[config.mk]
export PLATFORM = sky130hd
export DESIGN_NAME = uart_flash_write_framer
export DESIGN_NICKNAME = d
export VERILOG_FILES = /design/src/rtl/core/ufwf_pkg.sv /design/src/rtl/core/ufwf_ram.sv /design/src/rtl/core/ufwf_dp.sv /design/src/rtl/core/ufwf_ctrl.sv /design/src/rtl/core/uart_flash_write_framer.sv
export SDC_FILE = /design/constraint.sdc
export NUM_CORES = 1
export LEC_CHECK = 0
export BUFFER_PORTS_ARGS = -buffer_cell sky130_fd_sc_hd__buf_2
export CORE_UTILIZATION = 35
export CTS_CLUSTER_SIZE = 14
export DETAILED_ROUTE_END_ITERATION = 6
export PLACE_DENSITY_LB_ADDON = 0.3
export SLEW_MARGIN = 15
export SYNTH_ARGS = -nofsm -noshare
export SYNTH_HDL_FRONTEND = slang
export SYNTH_HIERARCHICAL = 1
export SYNTH_SLANG_ARGS = --single-unit
[constraint.sdc]
create_clock -name clock -period 10.86 [get_ports clock]
set_input_delay 3.258 -clock clock [delete_from_list [all_inputs] [get_ports clock]]
set_output_delay 3.258 -clock clock [all_outputs]
set_load 0.02 [all_outputs]
[src/rtl/core/ufwf_pkg.sv]
// ----------------------------------------------------------------------------
// ufwf_pkg
// Shared types, codes and constants of the serial flash write framer.
// ----------------------------------------------------------------------------
`timescale 1ns / 1ps
`default_nettype none

package ufwf_pkg;

   // chunk store geometry
   localparam int MAX_CHUNK = 62;
   localparam int IDX_W     = $clog2(MAX_CHUNK);
   localparam int FILL_W    = $clog2(MAX_CHUNK + 1);

   // csr geometry
   localparam int CSR_AW = 4;
   localparam int CSR_DW = 32;

   // register indexes
   localparam logic [1:0] REG_START_ADDRESS = 2'd0;
   localparam logic [1:0] REG_CHUNK_SIZE    = 2'd1;
   localparam logic [1:0] REG_ACK_CODE      = 2'd2;
   localparam logic [1:0] REG_WRITE_OPCODE  = 2'd3;

   // register reset values
   localparam logic [31:0] RST_START_ADDRESS = 32'h0800_0000;
   localparam logic [5:0]  RST_CHUNK_SIZE    = 6'd6;
   localparam logic [7:0]  RST_ACK_CODE      = 8'h79;
   localparam logic [7:0]  RST_WRITE_OPCODE  = 8'h31;

   // operation codes
   localparam logic [1:0] OP_IMAGE = 2'd0;
   localparam logic [1:0] OP_REPLY = 2'd1;
   localparam logic [1:0] OP_START = 2'd2;

   // result status codes
   localparam logic [2:0] ST_ACCEPTED = 3'd0;
   localparam logic [2:0] ST_SENDING  = 3'd1;
   localparam logic [2:0] ST_CHUNK    = 3'd2;
   localparam logic [2:0] ST_DONE     = 3'd3;
   localparam logic [2:0] ST_ERROR    = 3'd4;
   localparam logic [2:0] ST_BUSY     = 3'd5;

   // transmit byte sources
   localparam logic [3:0] SEL_NONE  = 4'd0;
   localparam logic [3:0] SEL_OPC   = 4'd1;
   localparam logic [3:0] SEL_NOPC  = 4'd2;
   localparam logic [3:0] SEL_A3    = 4'd3;
   localparam logic [3:0] SEL_A2    = 4'd4;
   localparam logic [3:0] SEL_A1    = 4'd5;
   localparam logic [3:0] SEL_A0    = 4'd6;
   localparam logic [3:0] SEL_AXOR  = 4'd7;
   localparam logic [3:0] SEL_NM1   = 4'd8;
   localparam logic [3:0] SEL_DATA  = 4'd9;
   localparam logic [3:0] SEL_SUM   = 4'd10;

   localparam logic [7:0] BYTE_MASK = 8'hFF;

   // commands from controller to datapath
   typedef struct packed {
      logic       out_load;
      logic [3:0] out_sel;
      logic [2:0] out_status;
      logic       out_last;
      logic       start;
      logic       store;
      logic       set_final;
      logic       advance;
      logic       idx_inc;
      logic       idx_clear;
      logic       sum_init;
      logic       sum_acc;
   } ufwf_cmd_type;

   // status from datapath to controller
   typedef struct packed {
      logic out_free;
      logic chunk_full;
      logic ack_match;
      logic final_chunk;
      logic data_last;
   } ufwf_stat_type;

endpackage

`default_nettype wire

[src/rtl/core/ufwf_ram.sv]
// ----------------------------------------------------------------------------
// ufwf_ram
// Generic single write port, single read port RAM with registered read.
// ----------------------------------------------------------------------------
`timescale 1ns / 1ps
`default_nettype none

module ufwf_ram #(
   parameter int WIDTH = 8,
   parameter int DEPTH = 62
) (
   input  wire logic                     clock,
   input  wire logic                     wr_en,
   input  wire logic [$clog2(DEPTH)-1:0] wr_addr,
   input  wire logic [WIDTH-1:0]         wr_data,
   input  wire logic [$clog2(DEPTH)-1:0] rd_addr,
   output logic      [WIDTH-1:0]         rd_data
);

   logic [WIDTH-1:0] mem [DEPTH];

   // write port and registered read port
   always_ff @(posedge clock) begin
      if (wr_en) begin
         mem[wr_addr] <= wr_data;
      end
      rd_data <= mem[rd_addr];
   end

endmodule

`default_nettype wire

[src/rtl/core/ufwf_dp.sv]
// ----------------------------------------------------------------------------
// ufwf_dp
// Datapath: csr registers, address and fill tracking, checksum, output stage.
// ----------------------------------------------------------------------------
`timescale 1ns / 1ps
`default_nettype none

module ufwf_dp (
   input  wire logic                        clock,
   input  wire logic                        reset,
   input  wire ufwf_pkg::ufwf_cmd_type      cmd,
   output ufwf_pkg::ufwf_stat_type          stat,
   // input payload
   input  wire logic [7:0]                  req_data_byte,
   input  wire logic                        req_last_of_image,
   // chunk store
   output logic                             ram_wr_en,
   output logic [ufwf_pkg::IDX_W-1:0]       ram_wr_addr,
   output logic [7:0]                       ram_wr_data,
   output logic [ufwf_pkg::IDX_W-1:0]       ram_rd_addr,
   input  wire logic [7:0]                  ram_rd_data,
   // result channel
   output logic                             rsp_valid,
   input  wire logic                        rsp_stall,
   output logic [7:0]                       rsp_tx_byte,
   output logic                             rsp_tx_valid,
   output logic [2:0]                       rsp_status,
   output logic                             rsp_last_result,
   // csr port
   input  wire logic                        csr_psel,
   input  wire logic                        csr_penable,
   input  wire logic                        csr_pwrite,
   input  wire logic [ufwf_pkg::CSR_AW-1:0] csr_paddr,
   input  wire logic [ufwf_pkg::CSR_DW-1:0] csr_pwdata,
   output logic [ufwf_pkg::CSR_DW-1:0]      csr_prdata,
   output logic                             csr_pready
);
   import ufwf_pkg::*;

   logic [31:0]       start_address_ff, start_address_in;
   logic [5:0]        chunk_size_ff, chunk_size_in;
   logic [7:0]        ack_code_ff, ack_code_in;
   logic [7:0]        write_opcode_ff, write_opcode_in;
   logic [31:0]       address_ff, address_in;
   logic [FILL_W-1:0] fill_ff, fill_in;
   logic              final_ff, final_in;
   logic [IDX_W-1:0]  idx_ff, idx_in;
   logic [7:0]        sum_ff, sum_in;
   logic              rsp_valid_ff, rsp_valid_in;
   logic [7:0]        tx_byte_ff, tx_byte_in;
   logic              tx_valid_ff, tx_valid_in;
   logic [2:0]        status_ff, status_in;
   logic              last_ff, last_in;

   logic              csr_write;
   logic [1:0]        csr_index;
   logic [5:0]        limit;
   logic [FILL_W-1:0] fill_next;
   logic              room;
   logic [7:0]        nm1;
   logic [7:0]        addr_xor;

   // csr access, index by word address
   assign csr_pready = 1'b1;
   assign csr_index  = csr_paddr[3:2];
   assign csr_write  = csr_psel & csr_penable & csr_pwrite;

   always_comb begin
      start_address_in = start_address_ff;
      chunk_size_in    = chunk_size_ff;
      ack_code_in      = ack_code_ff;
      write_opcode_in  = write_opcode_ff;
      if (csr_write) begin
         case (csr_index)
            REG_START_ADDRESS: start_address_in = csr_pwdata;
            REG_CHUNK_SIZE:    chunk_size_in    = csr_pwdata[5:0];
            REG_ACK_CODE:      ack_code_in      = csr_pwdata[7:0];
            REG_WRITE_OPCODE:  write_opcode_in  = csr_pwdata[7:0];
            default: ;
         endcase
      end
   end

   always_comb begin
      case (csr_index)
         REG_START_ADDRESS: csr_prdata = start_address_ff;
         REG_CHUNK_SIZE:    csr_prdata = {26'd0, chunk_size_ff};
         REG_ACK_CODE:      csr_prdata = {24'd0, ack_code_ff};
         REG_WRITE_OPCODE:  csr_prdata = {24'd0, write_opcode_ff};
         default:           csr_prdata = '0;
      endcase
   end

   // effective chunk size, zero acts as one and oversize clamps
   always_comb begin
      if (chunk_size_ff == 6'd0) begin
         limit = 6'd1;
      end else if (chunk_size_ff > 6'(MAX_CHUNK)) begin
         limit = 6'(MAX_CHUNK);
      end else begin
         limit = chunk_size_ff;
      end
   end

   // gather bookkeeping
   assign room      = (fill_ff < FILL_W'(MAX_CHUNK));
   assign fill_next = room ? fill_ff + FILL_W'(1) : fill_ff;
   assign nm1       = 8'(fill_ff) - 8'd1;
   assign addr_xor  = address_ff[31:24] ^ address_ff[23:16] ^ address_ff[15:8]
                    ^ address_ff[7:0];

   // chunk store write at the fill position
   assign ram_wr_en   = cmd.store & room;
   assign ram_wr_addr = fill_ff[IDX_W-1:0];
   assign ram_wr_data = req_data_byte;

   always_comb begin
      address_in = address_ff;
      fill_in    = fill_ff;
      final_in   = final_ff;
      if (cmd.start) begin
         address_in = start_address_ff;
         fill_in    = '0;
         final_in   = 1'b0;
      end else if (cmd.advance) begin
         address_in = address_ff + 32'(fill_ff);
         fill_in    = '0;
         final_in   = 1'b0;
      end else if (cmd.store) begin
         fill_in = fill_next;
         if (cmd.set_final) begin
            final_in = req_last_of_image;
         end
      end
   end

   // read index runs one step ahead so registered read data matches idx_ff
   always_comb begin
      if (cmd.idx_clear) begin
         idx_in = '0;
      end else if (cmd.idx_inc) begin
         idx_in = idx_ff + IDX_W'(1);
      end else begin
         idx_in = idx_ff;
      end
   end
   assign ram_rd_addr = idx_in;

   // running data checksum
   always_comb begin
      if (cmd.sum_init) begin
         sum_in = nm1;
      end else if (cmd.sum_acc) begin
         sum_in = sum_ff ^ ram_rd_data;
      end else begin
         sum_in = sum_ff;
      end
   end

   // output stage
   always_comb begin
      case (cmd.out_sel)
         SEL_OPC:  tx_byte_in = write_opcode_ff;
         SEL_NOPC: tx_byte_in = write_opcode_ff ^ BYTE_MASK;
         SEL_A3:   tx_byte_in = address_ff[31:24];
         SEL_A2:   tx_byte_in = address_ff[23:16];
         SEL_A1:   tx_byte_in = address_ff[15:8];
         SEL_A0:   tx_byte_in = address_ff[7:0];
         SEL_AXOR: tx_byte_in = addr_xor;
         SEL_NM1:  tx_byte_in = nm1;
         SEL_DATA: tx_byte_in = ram_rd_data;
         SEL_SUM:  tx_byte_in = sum_ff;
         default:  tx_byte_in = 8'd0;
      endcase
      tx_valid_in = (cmd.out_sel != SEL_NONE);
      status_in   = cmd.out_status;
      last_in     = cmd.out_last;
   end

   always_comb begin
      if (cmd.out_load) begin
         rsp_valid_in = 1'b1;
      end else begin
         rsp_valid_in = rsp_valid_ff & rsp_stall;
      end
   end

   always_ff @(posedge clock) begin
      if (reset) begin
         start_address_ff <= RST_START_ADDRESS;
         chunk_size_ff    <= RST_CHUNK_SIZE;
         ack_code_ff      <= RST_ACK_CODE;
         write_opcode_ff  <= RST_WRITE_OPCODE;
         address_ff       <= '0;
         fill_ff          <= '0;
         final_ff         <= 1'b0;
         idx_ff           <= '0;
         rsp_valid_ff     <= 1'b0;
      end else begin
         start_address_ff <= start_address_in;
         chunk_size_ff    <= chunk_size_in;
         ack_code_ff      <= ack_code_in;
         write_opcode_ff  <= write_opcode_in;
         address_ff       <= address_in;
         fill_ff          <= fill_in;
         final_ff         <= final_in;
         idx_ff           <= idx_in;
         rsp_valid_ff     <= rsp_valid_in;
      end
   end

   // payload registers
   always_ff @(posedge clock) begin
      sum_ff <= sum_in;
      if (cmd.out_load) begin
         tx_byte_ff  <= tx_byte_in;
         tx_valid_ff <= tx_valid_in;
         status_ff   <= status_in;
         last_ff     <= last_in;
      end
   end

   assign rsp_valid       = rsp_valid_ff;
   assign rsp_tx_byte     = tx_byte_ff;
   assign rsp_tx_valid    = tx_valid_ff;
   assign rsp_status      = status_ff;
   assign rsp_last_result = last_ff;

   // status to controller
   assign stat.out_free    = ~rsp_valid_ff | ~rsp_stall;
   assign stat.chunk_full  = (fill_next >= FILL_W'(limit));
   assign stat.ack_match   = (req_data_byte == ack_code_ff);
   assign stat.final_chunk = final_ff;
   assign stat.data_last   = (FILL_W'(idx_ff) == fill_ff - FILL_W'(1));

   // a result is only loaded into a free output stage
   assert property (@(posedge clock) disable iff (reset)
      cmd.out_load |-> (!rsp_valid_ff || !rsp_stall))
      else $error("result loaded over a stalled result");

   // data bytes are only read from entries of the current chunk
   assert property (@(posedge clock) disable iff (reset)
      cmd.idx_inc |-> (FILL_W'(idx_ff) < fill_ff))
      else $error("chunk read beyond fill count");

endmodule

`default_nettype wire

[src/rtl/core/ufwf_ctrl.sv]
// ----------------------------------------------------------------------------
// ufwf_ctrl
// Controller: protocol phase tracking and result sequencing.
// ----------------------------------------------------------------------------
`timescale 1ns / 1ps
`default_nettype none

module ufwf_ctrl (
   input  wire logic                    clock,
   input  wire logic                    reset,
   input  wire logic                    req_valid,
   output logic                         req_stall,
   input  wire logic [1:0]              req_operation,
   input  wire logic                    req_last_of_image,
   input  wire ufwf_pkg::ufwf_stat_type stat,
   output ufwf_pkg::ufwf_cmd_type       cmd
);
   import ufwf_pkg::*;

   // sequencer states
   localparam logic [2:0] S_IDLE = 3'd0;
   localparam logic [2:0] S_CMD1 = 3'd1;
   localparam logic [2:0] S_ADR2 = 3'd2;
   localparam logic [2:0] S_ADR1 = 3'd3;
   localparam logic [2:0] S_ADR0 = 3'd4;
   localparam logic [2:0] S_AXOR = 3'd5;
   localparam logic [2:0] S_DATA = 3'd6;
   localparam logic [2:0] S_SUM  = 3'd7;

   // protocol phases
   localparam logic [2:0] PH_GATHER    = 3'd0;
   localparam logic [2:0] PH_WAIT_CMD  = 3'd1;
   localparam logic [2:0] PH_WAIT_ADDR = 3'd2;
   localparam logic [2:0] PH_WAIT_DATA = 3'd3;
   localparam logic [2:0] PH_ERROR     = 3'd4;

   logic [2:0] state_ff, state_in;
   logic [2:0] phase_ff, phase_in;
   logic       accept;

   // take a transaction only when idle with a free output stage
   assign req_stall = ~((state_ff == S_IDLE) & stat.out_free);
   assign accept    = req_valid & ~req_stall;

   always_comb begin
      state_in       = state_ff;
      phase_in       = phase_ff;
      cmd            = '0;
      cmd.out_sel    = SEL_NONE;
      cmd.out_status = ST_SENDING;
      case (state_ff)
         // decode a new transaction, its first result (if it has one) goes out at once
         S_IDLE: begin
            if (accept) begin
               if (req_operation == OP_START) begin
                  cmd.start      = 1'b1;
                  phase_in       = PH_GATHER;
                  cmd.out_load   = 1'b1;
                  cmd.out_status = ST_ACCEPTED;
                  cmd.out_last   = 1'b1;
               end else if (req_operation != OP_IMAGE && req_operation != OP_REPLY) begin
                  cmd.out_load = 1'b0;
               end else if (phase_ff == PH_ERROR) begin
                  cmd.out_load   = 1'b1;
                  cmd.out_status = ST_ERROR;
                  cmd.out_last   = 1'b1;
               end else if (req_operation == OP_IMAGE) begin
                  cmd.out_load = 1'b1;
                  if (phase_ff != PH_GATHER) begin
                     cmd.out_status = ST_BUSY;
                     cmd.out_last   = 1'b1;
                  end else begin
                     cmd.store = 1'b1;
                     if (stat.chunk_full || req_last_of_image) begin
                        cmd.set_final = 1'b1;
                        phase_in      = PH_WAIT_CMD;
                        cmd.out_sel   = SEL_OPC;
                        state_in      = S_CMD1;
                     end else begin
                        cmd.out_status = ST_ACCEPTED;
                        cmd.out_last   = 1'b1;
                     end
                  end
               end else begin
                  cmd.out_load = 1'b1;
                  if (phase_ff == PH_GATHER) begin
                     cmd.out_status = ST_ACCEPTED;
                     cmd.out_last   = 1'b1;
                  end else if (!stat.ack_match) begin
                     phase_in       = PH_ERROR;
                     cmd.out_status = ST_ERROR;
                     cmd.out_last   = 1'b1;
                  end else if (phase_ff == PH_WAIT_CMD) begin
                     phase_in    = PH_WAIT_ADDR;
                     cmd.out_sel = SEL_A3;
                     state_in    = S_ADR2;
                  end else if (phase_ff == PH_WAIT_ADDR) begin
                     phase_in     = PH_WAIT_DATA;
                     cmd.out_sel  = SEL_NM1;
                     cmd.sum_init = 1'b1;
                     state_in     = S_DATA;
                  end else begin
                     cmd.advance    = 1'b1;
                     phase_in       = PH_GATHER;
                     cmd.out_status = stat.final_chunk ? ST_DONE : ST_CHUNK;
                     cmd.out_last   = 1'b1;
                  end
               end
            end
         end
         // command complement
         S_CMD1: begin
            if (stat.out_free) begin
               cmd.out_load = 1'b1;
               cmd.out_sel  = SEL_NOPC;
               cmd.out_last = 1'b1;
               state_in     = S_IDLE;
            end
         end
         // remaining address bytes and their xor
         S_ADR2: begin
            if (stat.out_free) begin
               cmd.out_load = 1'b1;
               cmd.out_sel  = SEL_A2;
               state_in     = S_ADR1;
            end
         end
         S_ADR1: begin
            if (stat.out_free) begin
               cmd.out_load = 1'b1;
               cmd.out_sel  = SEL_A1;
               state_in     = S_ADR0;
            end
         end
         S_ADR0: begin
            if (stat.out_free) begin
               cmd.out_load = 1'b1;
               cmd.out_sel  = SEL_A0;
               state_in     = S_AXOR;
            end
         end
         S_AXOR: begin
            if (stat.out_free) begin
               cmd.out_load = 1'b1;
               cmd.out_sel  = SEL_AXOR;
               cmd.out_last = 1'b1;
               state_in     = S_IDLE;
            end
         end
         // stream chunk bytes from the store
         S_DATA: begin
            if (stat.out_free) begin
               cmd.out_load = 1'b1;
               cmd.out_sel  = SEL_DATA;
               cmd.sum_acc  = 1'b1;
               if (stat.data_last) begin
                  cmd.idx_clear = 1'b1;
                  state_in      = S_SUM;
               end else begin
                  cmd.idx_inc = 1'b1;
               end
            end
         end
         // data checksum
         S_SUM: begin
            if (stat.out_free) begin
               cmd.out_load = 1'b1;
               cmd.out_sel  = SEL_SUM;
               cmd.out_last = 1'b1;
               state_in     = S_IDLE;
            end
         end
         default: begin
            state_in = S_IDLE;
         end
      endcase
   end

   always_ff @(posedge clock) begin
      if (reset) begin
         state_ff <= S_IDLE;
         phase_ff <= PH_GATHER;
      end else begin
         state_ff <= state_in;
         phase_ff <= phase_in;
      end
   end

   // command complement only follows the command of a chunk
   assert property (@(posedge clock) disable iff (reset)
      (state_ff == S_CMD1) |-> (phase_ff == PH_WAIT_CMD))
      else $error("command sequence outside command phase");

   // address bytes belong to the address phase
   assert property (@(posedge clock) disable iff (reset)
      (state_ff == S_ADR2 || state_ff == S_ADR1 || state_ff == S_ADR0 ||
       state_ff == S_AXOR) |-> (phase_ff == PH_WAIT_ADDR))
      else $error("address sequence outside address phase");

   // data streaming belongs to the data phase
   assert property (@(posedge clock) disable iff (reset)
      (state_ff == S_DATA || state_ff == S_SUM) |-> (phase_ff == PH_WAIT_DATA))
      else $error("data sequence outside data phase");

endmodule

`default_nettype wire

[src/rtl/core/uart_flash_write_framer.sv]
// ----------------------------------------------------------------------------
// uart_flash_write_framer
// Host side framer for a serial flash write memory sequence.
// ----------------------------------------------------------------------------
// Image bytes are collected into a chunk store; once a chunk is full (or the
// image ends) the block emits the write command and its complement, and each
// acknowledge reply then releases the next stage of the sequence: four
// address bytes plus their xor, then N-1, the N data bytes and a checksum,
// and finally a chunk written or image done status. One transaction is taken
// when the sequencer is idle and the output register is free, and its first
// result is loaded in the same cycle; every further result is loaded once the
// output register is free again, and the data stage streams the chunk RAM
// one byte per cycle while the result side does not stall. Stalls on the
// result side hold the sequence. The chunk store needs no clearing after
// reset, so the block is ready right away.
// ----------------------------------------------------------------------------
`timescale 1ns / 1ps
`default_nettype none

module uart_flash_write_framer (
   input  wire logic                        clock,
   input  wire logic                        reset,
   // input channel
   input  wire logic                        req_valid,
   output logic                             req_stall,
   input  wire logic [1:0]                  req_operation,
   input  wire logic [7:0]                  req_data_byte,
   input  wire logic                        req_last_of_image,
   // result channel
   output logic                             rsp_valid,
   input  wire logic                        rsp_stall,
   output logic [7:0]                       rsp_tx_byte,
   output logic                             rsp_tx_valid,
   output logic [2:0]                       rsp_status,
   output logic                             rsp_last_result,
   // csr port
   input  wire logic                        csr_psel,
   input  wire logic                        csr_penable,
   input  wire logic                        csr_pwrite,
   input  wire logic [ufwf_pkg::CSR_AW-1:0] csr_paddr,
   input  wire logic [ufwf_pkg::CSR_DW-1:0] csr_pwdata,
   output logic [ufwf_pkg::CSR_DW-1:0]      csr_prdata,
   output logic                             csr_pready
);
   import ufwf_pkg::*;

   ufwf_cmd_type     cmd;
   ufwf_stat_type    stat;
   logic             ram_wr_en;
   logic [IDX_W-1:0] ram_wr_addr;
   logic [7:0]       ram_wr_data;
   logic [IDX_W-1:0] ram_rd_addr;
   logic [7:0]       ram_rd_data;

   // sequencer
   ufwf_ctrl u_ctrl (
      .clock             (clock),
      .reset             (reset),
      .req_valid         (req_valid),
      .req_stall         (req_stall),
      .req_operation     (req_operation),
      .req_last_of_image (req_last_of_image),
      .stat              (stat),
      .cmd               (cmd)
   );

   // registers, counters and output stage
   ufwf_dp u_dp (
      .clock             (clock),
      .reset             (reset),
      .cmd               (cmd),
      .stat              (stat),
      .req_data_byte     (req_data_byte),
      .req_last_of_image (req_last_of_image),
      .ram_wr_en         (ram_wr_en),
      .ram_wr_addr       (ram_wr_addr),
      .ram_wr_data       (ram_wr_data),
      .ram_rd_addr       (ram_rd_addr),
      .ram_rd_data       (ram_rd_data),
      .rsp_valid         (rsp_valid),
      .rsp_stall         (rsp_stall),
      .rsp_tx_byte       (rsp_tx_byte),
      .rsp_tx_valid      (rsp_tx_valid),
      .rsp_status        (rsp_status),
      .rsp_last_result   (rsp_last_result),
      .csr_psel          (csr_psel),
      .csr_penable       (csr_penable),
      .csr_pwrite        (csr_pwrite),
      .csr_paddr         (csr_paddr),
      .csr_pwdata        (csr_pwdata),
      .csr_prdata        (csr_prdata),
      .csr_pready        (csr_pready)
   );

   // chunk store
   ufwf_ram #(
      .WIDTH (8),
      .DEPTH (MAX_CHUNK)
   ) u_chunk_ram (
      .clock   (clock),
      .wr_en   (ram_wr_en),
      .wr_addr (ram_wr_addr),
      .wr_data (ram_wr_data),
      .rd_addr (ram_rd_addr),
      .rd_data (ram_rd_data)
   );

endmodule

`default_nettype wire

==> impl_metrics.toml <==
[floorplanning]
die_h_um = 284
boundaryPins = 102
row_count = 102
die_area_sq_mm = 0.0804
die_w_um = 284
core-area_sq_mm = 0.0780
start_util_pct = 35.6

[timing]
finalHoldViolCount = 0
clock.fmax_mhz = 123
rsz0062_at_grt = "no"
fin_skew_ps = 43.7
max_slew.worst_pin.slew_ps = 1100
drv_slew = 0
min_period_over_period_pct = 74.6
post-route-min-period_ps = 8100
tns_ps = 0
slew_headroom_pct = 26.8
setup_viol = 0

[clock_network]
postCtsHoldBufs = 0
cts_max_path_buffers = 3
cts_tree = "done"
post_cts_resized = 0
htree_levels = 3
clock_latency_ps = 620
post_cts_buffers = 0
cts.reportedPaths.clkPinSlew_ps = 60
clock_tree.root_cell = "clkbuf_16"
numClockSinks = 631
cts_buffers = 67

[detailed_routing]
met2_length_um = 33200
wl_met3_um = 3720
drc = 0
drtAntennaViolNets = 0
drtIter0Drc = 1382
wirelength_met1_um = 28200
vias = 16500
wl_um = 66600
wl_per_cell_um = 21.7
first_pass_iters = 5
top_layer = "met4"
vias_per_cell = 5.39

[flow_run]
cap_violations = 0

[global_route]
grt_overflow = 0
track_usage_pct = 16.4
grt_max_degree = 100
grt_pass1_vias = 16600
grt_pass1_wl_um = 102000
antenna_found_initial = 3

[finish]
mostFrequentLayoutCells = "517 x edfxtp_1, 160 x nor2_1, 122 x nand2_1"
fin_nets = 2048
antenna_cells = 0
final_common_cell = "edfxtp_1"
postLayoutCoreUtil_pct = 39.9
drive_gt1_share_pct = 18.3
final_cells = 3066
area_growth_pct = 12.3

[setup_path]
crit_family = "simple AND/OR/NAND/NOR gates"
reg2reg_depth = 15
r2r_end = "u_chunk_ram/rd_data[6]"
cp_common_cell = "buf_2"
critPathLaunchType = "primary input"
cp_max_fo = 22
reg2reg_from = "u_dp/ram_wr_addr[0]"
slowest_stage = "nor2_1"
r2r_slack_ps = 4690
worstPathArrival_ps = 4850
path_buf_inv = 2
path_cells = "buf_2 > nor2_1 > a22o_1 > buf_2"
cp.required_ps = 7600
crit_path_end_kind = "primary output"
max_stage_delay_ps = 860
crit_type = "in -> out"

[worst_hold_path]
hold_class = "reg -> reg"
holdPathStages = 2
hp-start = "u_dp/start_address_ff[13]"
hold_end = "u_dp/start_address_ff[13]"

[logic_synthesis]
async_reset_ff_share_pct = 0
syn_inst = 1914
synth.cell_area_sq_mm = 0.0277
synth_seq_cells = 631
synthFlopType = "edfxtp_1"
yosysUniqueCellTypes = 83
ys_warn_count = 6
avgSynthCellArea_sq_um = 14.5
yosysSeqAreaShare_pct = 64.2
synth_nets = 1984
synth-edff-count = 517

[placement]
placed_cells = 2949
gp_congestion = 0.850
io_buffers = 98
dp_hpwl_um = 42400

[pwr]
ir_drop_uv = 103
p_leak_uw = 0.00994
finalPower_uw = 5000
power_density_mw_per_mm2 = 160

[run_status]
status = "finished clean"
cell usage after synthesis (14+ instances only):
master    number  area, sq um
a211o_1       15          131
a211oi_1      24          180
a21oi_1       76          380
a22oi_1       37          278
and2_1        22          138
and3_1        14         87.6
buf_2         20          100
buf_4         15          113
clkbuf_1      74          278
dfxtp_1      114         2280
edfxtp_1     517        15500
ha_1          15          188
inv_1         34          128
mux2i_1       61          611
mux4_1        17          447
mux4_2       103         2320
nand2_1      122          458
nand3_1       52          260
nand4_1       19          119
nor2_1       166          623
nor2b_1       30          188
nor3_1        39          195
o21ai_0       38          190
or3_1         14         87.6
xnor2_1       50          438
xor2_1        21          184
worst register-to-register path, delay by kind of cell (launching register included):
| family | cells | cell delay [ps] |
|---|---|---|
| xor+xnor | 3 | 760 |
| fa+ha+maj | 1 | 330 |
| buf+inv | 3 | 1490 |
| mux | 1 | 610 |
| flops | 1 | 1040 |
| compound gates | 2 | 550 |
| simple gates | 5 | 1150 |
metal layers:
metal  GRT usage (%)  up-vias
met5               0        -
met4            4.58        0
met3            2.76      104
met2            27.8      505
met1            21.8     8403
li1                -     7522
flip-flops by register name, indices dropped and copies added, names as in the netlist, 3 cells and up:
register	cells
u_dp/rsp_status	3
u_chunk_ram/mem	496
u_chunk_ram/rd_data	8
u_dp/rsp_tx_byte	8
u_dp/start_address_ff	32
u_dp/ram_wr_addr	6
u_dp/ack_code_ff	8
u_dp/address_ff	32
u_ctrl/phase_ff	3
u_dp/sum_ff	8
u_dp/write_opcode_ff	8
u_ctrl/state_ff	3
u_dp/chunk_size_ff	6
u_dp/idx_ff	6
how the worst max path moves through the flow:
| stage | startpoint | end | cells past startpoint |
|---|---|---|---|
| floorplan | csr_paddr[3] | csr_prdata[13] | 3 |
| global placement | csr_paddr[2] | csr_prdata[7] | 4 |
| detailed placement | csr_paddr[2] | csr_prdata[7] | 4 |
| CTS | csr_paddr[2] | csr_prdata[7] | 4 |
| global route | csr_paddr[2] | csr_prdata[7] | 4 |
| finish | csr_paddr[3] | csr_prdata[7] | 4 |
stage by stage:
stage | instance area [sq um] | hold WS (ps) | worst slack [ps]
finish | 31100 | 456 | 2760
global route | 31100 | 474 | 2540
CTS | 31100 | 461 | 2740
detailed placement | 29100 | 453 | 2750
global placement | 29100 | 444 | 2800
floorplan | 27700 | 436 | 3400
cell type report:
| type | count | area, sq um |
|---|---|---|
| Clock buffer | 86 | 1790 |
| Sequential cell | 631 | 17800 |
| Timing Repair Buffer | 130 | 761 |
| Inverter | 35 | 131 |
| Multi-Input combinational cell | 1113 | 9090 |
| Clock inverter | 31 | 273 |
| Fill cell | 7198 | 46800 |
| Tap cell | 1040 | 1300 |
power breakdown:
part           internal [uW]  switching (uW)
clock network           1220             944
logic                   57.2             116
registers               2630            26.5
total                   3910            1090
cell families (layout without fill, tap and decap cells):
logic type      Yosys count  count (layout)  synth area share (%)
compound gates          296             296                  7.43
xor+xnor                 72              72                  2.32
fa+ha+maj                16              16                 0.749
buf+inv                 170             282                  3.22
flops                   631             631                  64.2
mux                     194             194                  12.7
other cells               1               1                0.0135
simple gates            534             534                  9.36
Note: power is estimated with default switching activity, not from simulation.
